File: src/rtl/mtd_pkg.sv
// types, constants and helpers shared by the track event decoder modules
package mtd_pkg;

	// result queue geometry
	localparam int FIFO_DEPTH = 4;
	localparam int FIFO_AW    = $clog2(FIFO_DEPTH);
	localparam int FIFO_CW    = FIFO_AW + 1;

	// byte codes of the track format
	localparam logic [7:0] ST_SYSEX      = 8'hF0;
	localparam logic [7:0] ST_SYSEX_ESC  = 8'hF7;
	localparam logic [7:0] ST_META       = 8'hFF;
	localparam logic [7:0] META_EOT      = 8'h2F;
	localparam logic [7:0] META_TEMPO    = 8'h51;
	localparam logic [3:0] HI_POLY_AT    = 4'hA;
	localparam logic [3:0] HI_PROGRAM    = 4'hC;
	localparam logic [3:0] HI_CHAN_AT    = 4'hD;
	localparam logic [3:0] HI_SYSTEM     = 4'hF;
	localparam logic [2:0] VLQ_MAX_BYTES = 3'd4;
	localparam logic [27:0] TEMPO_LEN    = 28'd3;

	// result kinds
	typedef enum logic [1:0] {
		KIND_CHANNEL = 2'd0,
		KIND_TEMPO   = 2'd1,
		KIND_END     = 2'd2
	} kind_t;

	// track end causes
	typedef enum logic [1:0] {
		END_EOT       = 2'd0,
		END_NO_BYTES  = 2'd1,
		END_MALFORMED = 2'd2
	} cause_t;

	// parser phases, one-hot
	typedef enum logic [8:0] {
		PH_DELTA    = 9'b000000001,
		PH_STATUS   = 9'b000000010,
		PH_DATA1    = 9'b000000100,
		PH_DATA2    = 9'b000001000,
		PH_SYSLEN   = 9'b000010000,
		PH_SYSSKIP  = 9'b000100000,
		PH_METATYPE = 9'b001000000,
		PH_METALEN  = 9'b010000000,
		PH_METASKIP = 9'b100000000
	} phase_t;

	// one input item
	typedef struct packed {
		logic [7:0] track_byte;
		logic       last_of_chunk;
	} mtd_item_t;

	// one result item
	typedef struct packed {
		kind_t       kind;
		logic [31:0] event_tick;
		logic [7:0]  status_byte;
		logic [6:0]  data_first;
		logic [6:0]  data_second;
		logic [23:0] tempo_us;
		cause_t      end_cause;
		logic        final_of_run;
	} mtd_result_t;

	// results produced by one item, in order
	typedef struct packed {
		logic [1:0]  count;
		mtd_result_t first;
		mtd_result_t second;
	} mtd_push_t;

	// assemble a result with the final flag cleared
	function automatic mtd_result_t mk_result(kind_t k, logic [31:0] tick, logic [7:0] st,
			logic [6:0] a, logic [6:0] b, logic [23:0] tempo, cause_t cause);
		mtd_result_t r;
		r.kind         = k;
		r.event_tick   = tick;
		r.status_byte  = st;
		r.data_first   = a;
		r.data_second  = b;
		r.tempo_us     = tempo;
		r.end_cause    = cause;
		r.final_of_run = 1'b0;
		return r;
	endfunction

endpackage

File: src/rtl/mtd_input_stage.sv
// input register holding one track byte between the slave port and the parser
module mtd_input_stage import mtd_pkg::*; (
	input  logic       clk,
	input  logic       arst_n,
	input  logic       s_axis_tvalid,
	output logic       s_axis_tready,
	input  logic [7:0] s_axis_tdata,   // [7:0] track_byte
	input  logic       s_axis_tlast,   // last_of_chunk
	input  logic       take,
	output logic       item_valid,
	output mtd_item_t  item
);

	logic      valid_s1;
	mtd_item_t item_s1;

	// refill whenever empty or the held item is consumed this cycle
	assign s_axis_tready = !valid_s1 || take;

	// valid flag
	always_ff @(posedge clk or negedge arst_n) begin
		if (!arst_n) begin
			valid_s1 <= 1'b0;
		end else if (s_axis_tready) begin
			valid_s1 <= s_axis_tvalid;
		end
	end

	// payload
	always_ff @(posedge clk) begin
		if (s_axis_tready && s_axis_tvalid) begin
			item_s1.track_byte    <= s_axis_tdata;
			item_s1.last_of_chunk <= s_axis_tlast;
		end
	end

	assign item_valid = valid_s1;
	assign item       = item_s1;

endmodule

File: src/rtl/mtd_decode_core.sv
// parser state and per-byte decode of track events
module mtd_decode_core import mtd_pkg::*; (
	input  logic      clk,
	input  logic      arst_n,
	input  logic      fire,
	input  mtd_item_t item,
	output mtd_push_t results
);

	phase_t      phase_q, ph_n;
	logic [7:0]  run_status_q, run_n;
	logic [31:0] tick_q, tick_n;
	logic [27:0] vlq_acc_q, acc_n;
	logic [2:0]  vlq_cnt_q, cnt_n;
	logic [27:0] pay_left_q, left_n;
	logic [7:0]  meta_kind_q, meta_n;
	logic [7:0]  held_status_q, hst_n;
	logic [6:0]  held_data_q, hdat_n;
	logic [23:0] tempo_q, tempo_n;
	logic        dead_q, dead_n;

	logic        ev_v, end_v, clr;
	kind_t       ev_kind;
	logic [7:0]  ev_st;
	logic [6:0]  ev_a, ev_b;
	logic [23:0] ev_tempo;
	cause_t      cause;

	// next state and results for the held byte
	always_comb begin
		logic [7:0]  b;
		logic        last;
		logic [27:0] acc_feed;
		logic [2:0]  cnt_feed;
		logic        feed_over;
		logic [27:0] left_dec;
		logic [7:0]  st_sel;
		logic [23:0] tempo_shift;
		logic        one_byte;
		logic        drop;
		mtd_result_t r_ev, r_end;

		b           = item.track_byte;
		last        = item.last_of_chunk;
		acc_feed    = {vlq_acc_q[20:0], b[6:0]};
		cnt_feed    = vlq_cnt_q + 3'd1;
		feed_over   = b[7] && (cnt_feed >= VLQ_MAX_BYTES);
		left_dec    = pay_left_q - 28'd1;
		st_sel      = b[7] ? b : run_status_q;
		tempo_shift = {tempo_q[15:0], b};
		one_byte    = (st_sel[7:4] == HI_PROGRAM) || (st_sel[7:4] == HI_CHAN_AT);

		ph_n     = phase_q;
		run_n    = run_status_q;
		tick_n   = tick_q;
		acc_n    = vlq_acc_q;
		cnt_n    = vlq_cnt_q;
		left_n   = pay_left_q;
		meta_n   = meta_kind_q;
		hst_n    = held_status_q;
		hdat_n   = held_data_q;
		tempo_n  = tempo_q;
		dead_n   = dead_q;
		ev_v     = 1'b0;
		ev_kind  = KIND_CHANNEL;
		ev_st    = 8'd0;
		ev_a     = 7'd0;
		ev_b     = 7'd0;
		ev_tempo = 24'd0;
		end_v    = 1'b0;
		cause    = END_EOT;
		clr      = 1'b0;
		drop     = 1'b0;

		if (dead_q) begin
			// skip the rest of a chunk after an early end
			clr = last;
		end else begin
			unique case (phase_q)
				PH_DELTA: begin
					acc_n = acc_feed;
					cnt_n = cnt_feed;
					if (feed_over) begin
						end_v = 1'b1;
						cause = END_MALFORMED;
					end else if (!b[7]) begin
						tick_n = tick_q + {4'd0, acc_feed};
						ph_n   = PH_STATUS;
					end
				end
				PH_STATUS: begin
					if (!b[7] && !run_status_q[7]) begin
						end_v = 1'b1;
						cause = END_MALFORMED;
					end else if (st_sel[7] && st_sel[7:4] != HI_SYSTEM) begin
						run_n = st_sel;
						hst_n = st_sel;
						if (b[7]) begin
							ph_n = PH_DATA1;
						end else if (one_byte) begin
							ph_n  = PH_DELTA;
							acc_n = 28'd0;
							cnt_n = 3'd0;
							ev_v  = (st_sel[7:4] != HI_CHAN_AT);
							ev_st = st_sel;
							ev_a  = b[6:0];
						end else begin
							hdat_n = b[6:0];
							ph_n   = PH_DATA2;
						end
					end else if (st_sel == ST_SYSEX || st_sel == ST_SYSEX_ESC) begin
						run_n = 8'd0;
						acc_n = 28'd0;
						cnt_n = 3'd0;
						ph_n  = PH_SYSLEN;
					end else if (st_sel == ST_META) begin
						run_n = 8'd0;
						ph_n  = PH_METATYPE;
					end else begin
						end_v = 1'b1;
						cause = END_MALFORMED;
					end
				end
				PH_DATA1: begin
					if (held_status_q[7:4] == HI_PROGRAM || held_status_q[7:4] == HI_CHAN_AT) begin
						ph_n  = PH_DELTA;
						acc_n = 28'd0;
						cnt_n = 3'd0;
						ev_v  = (held_status_q[7:4] != HI_CHAN_AT);
						ev_st = held_status_q;
						ev_a  = b[6:0];
					end else begin
						hdat_n = b[6:0];
						ph_n   = PH_DATA2;
					end
				end
				PH_DATA2: begin
					drop  = (held_status_q[7:4] == HI_POLY_AT)
						|| (held_status_q[7:4] == HI_CHAN_AT);
					ph_n  = PH_DELTA;
					acc_n = 28'd0;
					cnt_n = 3'd0;
					ev_v  = !drop;
					ev_st = held_status_q;
					ev_a  = held_data_q;
					ev_b  = b[6:0];
				end
				PH_SYSLEN: begin
					acc_n = acc_feed;
					cnt_n = cnt_feed;
					if (feed_over) begin
						end_v = 1'b1;
						cause = END_MALFORMED;
					end else if (!b[7]) begin
						left_n = acc_feed;
						if (acc_feed == 28'd0) begin
							ph_n  = PH_DELTA;
							acc_n = 28'd0;
							cnt_n = 3'd0;
						end else begin
							ph_n = PH_SYSSKIP;
						end
					end
				end
				PH_SYSSKIP: begin
					left_n = left_dec;
					if (left_dec == 28'd0) begin
						ph_n  = PH_DELTA;
						acc_n = 28'd0;
						cnt_n = 3'd0;
					end
				end
				PH_METATYPE: begin
					meta_n = b;
					acc_n  = 28'd0;
					cnt_n  = 3'd0;
					ph_n   = PH_METALEN;
				end
				PH_METALEN: begin
					acc_n = acc_feed;
					cnt_n = cnt_feed;
					if (feed_over) begin
						end_v = 1'b1;
						cause = END_MALFORMED;
					end else if (!b[7]) begin
						left_n  = acc_feed;
						tempo_n = 24'd0;
						if (acc_feed == 28'd0) begin
							// empty meta: only end of track matters
							if (meta_kind_q == META_EOT) begin
								end_v = 1'b1;
								cause = END_EOT;
							end else begin
								ph_n  = PH_DELTA;
								acc_n = 28'd0;
								cnt_n = 3'd0;
							end
						end else begin
							ph_n = PH_METASKIP;
						end
					end
				end
				PH_METASKIP: begin
					tempo_n = tempo_shift;
					left_n  = left_dec;
					if (left_dec == 28'd0) begin
						if (meta_kind_q == META_EOT) begin
							end_v = 1'b1;
							cause = END_EOT;
						end else begin
							ev_v     = (meta_kind_q == META_TEMPO) && (vlq_acc_q == TEMPO_LEN)
								&& (tempo_shift != 24'd0);
							ev_kind  = KIND_TEMPO;
							ev_st    = ST_META;
							ev_tempo = tempo_shift;
							ph_n     = PH_DELTA;
							acc_n    = 28'd0;
							cnt_n    = 3'd0;
						end
					end
				end
				default: begin
					end_v = 1'b1;
					cause = END_MALFORMED;
				end
			endcase

			// last byte ends the track unless it already ended
			if (!end_v && last) begin
				end_v = 1'b1;
				cause = END_NO_BYTES;
			end
			clr    = end_v;
			dead_n = end_v ? !last : dead_q;
		end

		// result assembly uses the tick before any clear
		r_ev  = mk_result(ev_kind, tick_n, ev_st, ev_a, ev_b, ev_tempo, END_EOT);
		r_end = mk_result(KIND_END, tick_n, 8'd0, 7'd0, 7'd0, 24'd0, cause);
		results.second = r_end;
		results.second.final_of_run = 1'b1;
		if (ev_v) begin
			results.first = r_ev;
			results.first.final_of_run = !end_v;
			results.count = end_v ? 2'd2 : 2'd1;
		end else begin
			results.first = r_end;
			results.first.final_of_run = 1'b1;
			results.count = end_v ? 2'd1 : 2'd0;
		end

		// track end resets all state but the skip flag
		if (clr) begin
			ph_n    = PH_DELTA;
			run_n   = 8'd0;
			tick_n  = 32'd0;
			acc_n   = 28'd0;
			cnt_n   = 3'd0;
			left_n  = 28'd0;
			meta_n  = 8'd0;
			hst_n   = 8'd0;
			hdat_n  = 7'd0;
			tempo_n = 24'd0;
			if (dead_q) begin
				dead_n = 1'b0;
			end
		end

		if (!fire) begin
			results.count = 2'd0;
		end
	end

	// parser state registers
	always_ff @(posedge clk or negedge arst_n) begin
		if (!arst_n) begin
			phase_q       <= PH_DELTA;
			run_status_q  <= 8'd0;
			tick_q        <= 32'd0;
			vlq_acc_q     <= 28'd0;
			vlq_cnt_q     <= 3'd0;
			pay_left_q    <= 28'd0;
			meta_kind_q   <= 8'd0;
			held_status_q <= 8'd0;
			held_data_q   <= 7'd0;
			tempo_q       <= 24'd0;
			dead_q        <= 1'b0;
		end else if (fire) begin
			phase_q       <= ph_n;
			run_status_q  <= run_n;
			tick_q        <= tick_n;
			vlq_acc_q     <= acc_n;
			vlq_cnt_q     <= cnt_n;
			pay_left_q    <= left_n;
			meta_kind_q   <= meta_n;
			held_status_q <= hst_n;
			held_data_q   <= hdat_n;
			tempo_q       <= tempo_n;
			dead_q        <= dead_n;
		end
	end

	// a skipped remainder of a chunk gives no results
	a_dead_silent: assert property (@(posedge clk) disable iff (!arst_n)
		(fire && dead_q) |-> (results.count == 2'd0))
		else $error("results produced while skipping a dead chunk");

	// the last byte of a live chunk always ends the track
	a_last_ends: assert property (@(posedge clk) disable iff (!arst_n)
		(fire && !dead_q && item.last_of_chunk) |-> (results.count != 2'd0))
		else $error("last byte of chunk gave no end result");

	// after the last byte the parser is ready for a fresh track
	a_last_fresh: assert property (@(posedge clk) disable iff (!arst_n)
		(fire && item.last_of_chunk) |=> (!dead_q && phase_q == PH_DELTA && tick_q == 32'd0))
		else $error("state not cleared after last byte of chunk");

endmodule

File: src/rtl/mtd_result_fifo.sv
// small result queue taking up to two results per cycle and feeding the master port
module mtd_result_fifo import mtd_pkg::*; (
	input  logic        clk,
	input  logic        arst_n,
	input  mtd_push_t   push,
	output logic        room,
	output logic        m_axis_tvalid,
	input  logic        m_axis_tready,
	output logic [79:0] m_axis_tdata,  // event_tick, status_byte, data_first, data_second,
	                                   // tempo_us, end_cause
	output logic [1:0]  m_axis_tuser,  // [1:0] kind
	output logic        m_axis_tlast   // final_of_run
);

	typedef logic [FIFO_AW-1:0] ptr_t;
	typedef logic [FIFO_CW-1:0] cnt_t;

	mtd_result_t mem [FIFO_DEPTH];
	ptr_t        wr_q, rd_q;
	cnt_t        cnt_q;
	logic        pop;
	mtd_result_t head;

	// two free slots are needed to take a byte
	assign room = (cnt_q <= cnt_t'(FIFO_DEPTH - 2));
	assign pop  = m_axis_tvalid && m_axis_tready;

	// pointers and fill level
	always_ff @(posedge clk or negedge arst_n) begin
		if (!arst_n) begin
			wr_q  <= '0;
			rd_q  <= '0;
			cnt_q <= '0;
		end else begin
			wr_q  <= wr_q + ptr_t'(push.count);
			rd_q  <= rd_q + ptr_t'(pop);
			cnt_q <= cnt_q + cnt_t'(push.count) - cnt_t'(pop);
		end
	end

	// storage
	always_ff @(posedge clk) begin
		if (push.count != 2'd0) begin
			mem[wr_q] <= push.first;
		end
		if (push.count == 2'd2) begin
			mem[wr_q + ptr_t'(1)] <= push.second;
		end
	end

	// head of queue onto the master port
	assign head          = mem[rd_q];
	assign m_axis_tvalid = (cnt_q != '0);
	assign m_axis_tdata  = {head.end_cause, head.tempo_us, head.data_second, head.data_first,
		head.status_byte, head.event_tick};
	assign m_axis_tuser  = head.kind;
	assign m_axis_tlast  = head.final_of_run;

	// a pair of results never overruns the queue
	a_no_overrun: assert property (@(posedge clk) disable iff (!arst_n)
		(push.count == 2'd2) |-> (cnt_q <= cnt_t'(FIFO_DEPTH - 2)))
		else $error("result queue overrun");

	// a drain with nothing new lowers the fill level by one
	a_drain: assert property (@(posedge clk) disable iff (!arst_n)
		(pop && push.count == 2'd0) |=> (cnt_q == $past(cnt_q) - cnt_t'(1)))
		else $error("fill level wrong after drain");

	// in a pair only the second result closes the run
	a_pair_final: assert property (@(posedge clk) disable iff (!arst_n)
		(push.count == 2'd2) |-> (push.second.final_of_run && !push.first.final_of_run))
		else $error("final flag misplaced in result pair");

endmodule

File: src/rtl/midi_track_event_decoder_unit.sv
// top level of the track event decoder: input register, parser, result queue
//
//  channel   dir  tdata                                        tuser      tlast
//  s_axis    in   [7:0] track_byte                             -          last_of_chunk
//  m_axis    out  [31:0] event_tick [39:32] status_byte        [1:0] kind final_of_run
//                 [46:40] data_first [53:47] data_second
//                 [77:54] tempo_us [79:78] end_cause
//
//  one byte is taken per cycle while the queue has room; each byte passes the input register
//  a byte may give two results (event plus track end); the master port moves one per cycle
//  if ready; the four-entry result queue sets how far the input may run ahead of the output
//  the parser takes a byte only while the queue has two free entries
//  arst_n clears the parser to the start of a track and empties the queue
module midi_track_event_decoder_unit import mtd_pkg::*; (
	input  logic        clk,
	input  logic        arst_n,
	input  logic        s_axis_tvalid,
	output logic        s_axis_tready,
	input  logic [7:0]  s_axis_tdata,   // [7:0] track_byte
	input  logic        s_axis_tlast,   // last_of_chunk
	output logic        m_axis_tvalid,
	input  logic        m_axis_tready,
	output logic [79:0] m_axis_tdata,   // [31:0] event_tick, [39:32] status_byte,
	                                    // [46:40] data_first, [53:47] data_second,
	                                    // [77:54] tempo_us, [79:78] end_cause
	output logic [1:0]  m_axis_tuser,   // [1:0] kind
	output logic        m_axis_tlast    // final_of_run
);

	logic      item_valid;
	mtd_item_t item;
	logic      room;
	logic      fire;
	mtd_push_t results;

	// parse the held byte when the queue can take its results
	assign fire = item_valid && room;

	mtd_input_stage u_input (
		.clk           (clk),
		.arst_n        (arst_n),
		.s_axis_tvalid (s_axis_tvalid),
		.s_axis_tready (s_axis_tready),
		.s_axis_tdata  (s_axis_tdata),
		.s_axis_tlast  (s_axis_tlast),
		.take          (fire),
		.item_valid    (item_valid),
		.item          (item)
	);

	mtd_decode_core u_core (
		.clk     (clk),
		.arst_n  (arst_n),
		.fire    (fire),
		.item    (item),
		.results (results)
	);

	mtd_result_fifo u_queue (
		.clk           (clk),
		.arst_n        (arst_n),
		.push          (results),
		.room          (room),
		.m_axis_tvalid (m_axis_tvalid),
		.m_axis_tready (m_axis_tready),
		.m_axis_tdata  (m_axis_tdata),
		.m_axis_tuser  (m_axis_tuser),
		.m_axis_tlast  (m_axis_tlast)
	);

endmodule
File: config.mk
export PLATFORM = sky130hd
export DESIGN_NAME = midi_track_event_decoder_unit
export DESIGN_NICKNAME = d
export VERILOG_FILES = /design/src/rtl/mtd_pkg.sv /design/src/rtl/mtd_input_stage.sv /design/src/rtl/mtd_decode_core.sv /design/src/rtl/mtd_result_fifo.sv /design/src/rtl/midi_track_event_decoder_unit.sv
export SDC_FILE = /design/constraint.sdc
export NUM_CORES = 1
export LEC_CHECK = 0
export BUFFER_PORTS_ARGS = -buffer_cell sky130_fd_sc_hd__buf_2
export CAP_MARGIN = 30
export CORE_UTILIZATION = 56
export DETAILED_ROUTE_END_ITERATION = 7
export PLACE_DENSITY = 0.73
export REMOVE_ABC_BUFFERS = 1
export SLEW_MARGIN = 20
export SYNTH_ARGS = -nofsm -noshare
export SYNTH_HDL_FRONTEND = slang
export SYNTH_HIERARCHICAL = 1
export SYNTH_SLANG_ARGS = --single-unit
export TNS_END_PERCENT = 20
File: constraint.sdc
create_clock -name clk -period 24.2 [get_ports clk]
set_clock_uncertainty 0.1 [all_clocks]
set_input_delay 2.42 -clock clk [delete_from_list [all_inputs] [get_ports clk]]
set_output_delay 2.42 -clock clk [all_outputs]
set_load 0.05 [all_outputs]
After elaboration in Yosys (flattened, before gate mapping) --
Memory sizes are Yosys's and may differ from the RTL's. Cells that the tools add are included.
Word-level totals: bits in registers 165, latch bits 0, memory bits (writable) 332, bits in read-only memories 0, input bits 13, word-level logic and storage cells 294, memories kept 1
Cells by class: $add $sub $neg 8, multipliers 0, div/mod/pow operators 0, order comparisons 2, equal/unequal tests 47, shift operators 0, mux-type cells 169, bitwise gates (word level) 0, reduce and logical (&&, ||, !) cells 50
Memories:
- u_queue.mem | depth 4, width 83, rd ports 1, clocked after Yosys merged registers in 0, wr ports 2, line mtd_result_fifo.sv:18 | mtd_result_t mem [FIFO_DEPTH];
Operators with widths (count):
- $mux W28 | 22
- $pmux W28 S8 | 1
- $mux W8 | 24
- $mux W32 | 5
- $mux W9 | 17
- $mux W7 | 15
- $mux W24 | 4
- $mux W85 | 1
- $pmux W9 S9 | 1
- $mux W16 | 4
- $logic_not A28 Y1 | 2
- $pmux W28 S2 | 1
- $mux W3 | 18
- $ne A3 B2 Y1 const B | 13
- $mux W1 | 33
- $add A32 B28 Y32 | 1
- $pmux W16 S2 | 1
- $pmux W8 S4 | 1
- $eq A28 B2 Y1 const B | 1
- $sub A28 B1 Y28 const B | 1
- $eq A8 B8 Y1 const B | 3
- $mux W2 | 12
- $pmux W3 S8 | 1
- $reduce_bool A24 Y1 | 1
- 53 further kinds | 93

Longest topological paths before layout --
depth after elaboration 19, gate-level depth with buffers 23

By module --
The synthesis kept the hierarchy.
Modules (own cells, without submodules):
- mtd_result_fifo | instances 1, cells an instance 844, area an instance 16985.0 um^2
- mtd_decode_core | instances 1, cells an instance 1280, area an instance 10757.8 um^2
- mtd_input_stage | instances 1, cells an instance 13, area an instance 324.1 um^2
- midi_track_event_decoder_unit | instances 1, cells an instance 1, area an instance 6.3 um^2

Worst setup path before layout --
Ideal clock, no wire load.
kind register to register, start point register u_core.pay_left_q[0], end point memory u_queue/mem[0][0] (netlist bit) (enable), data arrival time 9.726 ns, data required time 23.461 ns, slack 13.736 ns, cell stages (with the launch flop) 18, cells stage by stage dfrtp_1 > inv_1 > ha_1 > nor4b_4 > nand3_1 > clkbuf_1 > or4_1 > o211a_1 > nand3_1 > nor4_1 > o21ai_1 > clkbuf_1 > clkbuf_1 > inv_1 > ha_1 > and2_1 > o21bai_1 > o21ai_0
RTL lines:
- start, declared | line mtd_decode_core.sv:15 | logic [27:0] pay_left_q, left_n;
- start signal, assigned | line mtd_decode_core.sv:294 | pay_left_q <= left_n;
- end, declared | line mtd_result_fifo.sv:18

==> results.md <==
* Status: finished, final reports clean
* Critical path's slowest cell: buf_4
* Root Driver: clkbuf_16
* Gp weighted congestion at 0.9101
* Vias in the first global route at around 18000
* Bufs on Longest Clock Path at 3
* Max VDD drop at 0.00007721 V
* Worst Path Required at 24460 ps
* Die Footprint at 0.05103 mm^2
* Max Slew Vio Count at 0
* Worst R2R Setup Slack at 17450 ps
* Post-CTS Resized at 0
* Asr flop ratio synth at 31.39%
* GR Layer Usage met3 at 5.530%
* Placed cell area at 0.02865 mm^2
* Synth area leader: edfxtp_1
* Cts bufs inserted at 52
* Drt drc at 0
* Grt met1 use at 38.15%
* Arr. time, crit path at 7010 ps
* Synth Instances at 2138
* Fin. Hold Viols at 0
* Slew margin rel. at 34.52%
* Commonest non-fill, non-tap cells in the layout: 341 x edfxtp_1, 204 x mux2_2, 153 x nand2_1, 153 x dfrtp_1, 129 x mux2_4
* Gr busiest metal: met2
* Type of origin of the critical path: flip-flop
* Detail Route Antenna Nets at 0
* DP HPWL at 42.13 mm
* Initial DRC count at roughly 1600
* Largest net degree at the start of global routing at 91
* Critical path fanouts, max at 48
* Final period utilization at 27.90%
* Synth cell types at 88
* DR WL/cell at 23.48 um
* Slew @ Worst Pin at roughly 1000 ps
* Antenna violations before repair at 6
* Top Ports at 98
* Synth Flop Type: edfxtp_1
* Synthesized area per cell at ~13 um^2
* Fin nets at 2223
* Crit-path max cell delay at 890 ps
* TritonCTS clock tree: done
* Total grt overflow at 0
* CTS H-tree lvls at 2
* Chip Height at around 230 um
* Setup crit end kind: flip-flop
* Post-CTS setup buffers at 0
* Via count at ~18000
* Logic depth of the worst register-to-register path at 16
* WS Path Type: flip-flop to flip-flop
* R2R Path End: u_queue/mem[2][4]
* Port Buf Inserts at 97
* PwrDens at 109.6 mW/mm^2
* Worst min path class: flip-flop to flip-flop
* Post-synth top area share at 36.48%
* Worst setup endpoint: u_queue/mem[2][4]
* Crit path from: u_core/pay_left_q[1]
* Clk sinks at 497
* Hold slack at 377.1 ps
* Num rows at 81
* RSZ-0062 raised after global routing: no
* Number of max-cap violations at 0
* Worst skew pair latency at 620 ps
* Die X-Extent at 225.9 um
* Hold Buf Count CTS at 0
* Post-Syn Area at between 0.02 and 0.03 mm^2
* Post-synth EDFFs at 341
* Final wirelength at slightly below 70 mm
* Clk pin slew, worst setup/hold paths at 60 ps
* Most used cell, CP: nor2_1
* Initial Util at approximately 57%
* Setup TNS at 0 ps
* Placeable Area at 0.04915 mm^2
* Overall global routing resource usage at 26.99%
* Most common cell after layout, fill and taps aside: edfxtp_1
* Area grow syn2layout at 8.584%
* 1st-pass router iterations at 8
* Seq/Total Area, Yosys at 50.39%
* Reg2Reg Launch Point: u_core/pay_left_q[1]
* Leak at 11.76 nW
* Post-route cell area at just over 0.03 mm^2
* Ratio of cells with drive above 1 in the final layout at 30.54%
* Top post-synthesis cells by area: edfxtp_1 36%, dfrtp_1 14%, mux2_2 8.2%, mux2_4 6.9%, mux4_2 6.7%
* Final setup viols at 0
* Worst path cell trace: inv_1 > ha_1 > nor4b_4 > nand3_1 > o31ai_1 > and4_1 > nand4b_1 > o21ai_1 > nor2_1 > nor2_1 > ha_1 > inv_1 > nor2_1 > and4bb_4 > buf_4 > mux2_2
* Fmax at 148.1 MHz
* Register bit count reported by yosys at about 500
* Routing usage on met2 at 42.49%
* First-pass GRT wire length at 104.9 mm
* Fin crit period at 6751 ps
* Synthesis warning total at 6
* Vias per inst at 6.214
==> cells in the mapped netlist, drive strengths merged (11+ instances only) <==
cell type	instances
and2	40
xnor2	27
buf	155
nand4	16
a22o	42
nand2	153
o2bb2ai	26
inv	37
mux2	343
edfxtp	341
nor2b	15
clkbuf	60
nand3	26
nor4	39
ha	35
o21ai	104
or3	13
xor2	17
mux2i	19
mux4	83
nor3	38
a21oi	67
nand2b	16
dfrtp	155
a22oi	11
nor2	86
==> cells by family after synthesis <==
logic type,after synthesis,synth area share [%]
flops,497,50.39
xor+xnor,44,1.373
simple gates,499,9.462
other cells,2,0.02675
mux,445,22.82
buf+inv,252,5.527
compound gates,362,8.704
fa+ha+maj,37,1.703
==> power by group <==
part / total, W / leakage (nW) / switching, W / internal, W
Sequential: 0.00114 / 5.26 / 0.0000900 / 0.00105
Clock: 0.000823 / 0.849 / 0.000341 / 0.000482
Combinational: 0.00138 / 5.65 / 0.000931 / 0.000450
Total: 0.00334 / 11.8 / 0.00136 / 0.00198
==> cell type report <==
cell class / count / area [um^2]
fillers: 3624 / 18670
flip-flops and latches: 497 / 14150
multi-input cells: 1436 / 12650
clock buffers: 76 / 1451
repair buffers: 149 / 962.2
well taps: 664 / 830.8
clock inverters: 22 / 297.8
inverters: 37 / 138.9
diodes: 1 / 2.502
==> per-stage QoR <==
| step | power, W | std cells | setup slack, ps | utilization, % |
|---|---|---|---|---|
| final | 0.003341 | 2882 | 17450 | 62.02 |
| after floorplan | 0.002144 | 1970 | 11350 | - |
| after global placement | 0.002491 | 2767 | 17270 | 58.03 |
| after detailed placement | 0.002520 | 2774 | 17570 | 58.29 |
| after global routing | 0.003482 | 2881 | 17050 | 62.01 |
| after CTS | 0.003346 | 2872 | 17530 | 61.85 |
==> how the worst min path moves through the flow <==
stage	startpoint	endpoint	slack [ps]	cells after the start
after global placement	u_core/meta_kind_q[7]	u_core/meta_kind_q[7]	360	2
after floorplan	u_core/meta_kind_q[7]	u_core/meta_kind_q[7]	340	2
final	u_core/held_status_q[1]	u_core/held_status_q[1]	380	2
after CTS	u_core/meta_kind_q[7]	u_core/meta_kind_q[7]	380	2
after detailed placement	u_core/meta_kind_q[7]	u_core/meta_kind_q[7]	370	2
after global routing	u_core/meta_kind_q[7]	u_core/meta_kind_q[7]	410	2
==> worst max-delay path, delay by kind of cell (launching register included) <==
kind / cells / cell delay (ps)
adder cells (fa/ha/maj): 2 / 510
multiplexers: 1 / 430
AO/OA/AOI/OAI: 2 / 1010
flip-flops: 1 / 450
AND/OR/NAND/NOR: 8 / 2840
buffers and inverters: 3 / 1090
==> layer usage <==
layer  vias to the layer above  wire (um)
met5                         -         23
met4                         4       1377
met3                        93       4868
met2                       588      31710
met1                      9043      29700
li1                       8180          -
==> registers in the layout (all words and copies together) (netlist names), 8 cells and up <==
register	cells
u_queue/mem	332
u_core/tick_q	32
u_core/pay_left_q	28
u_core/vlq_acc_q	28
u_core/tempo_q	16
u_core/phase_q	9
u_input/item	9
u_core/held_status_q	8
u_core/meta_kind_q	8
u_core/run_status_q	8
Power figures use the tool's default switching activity.
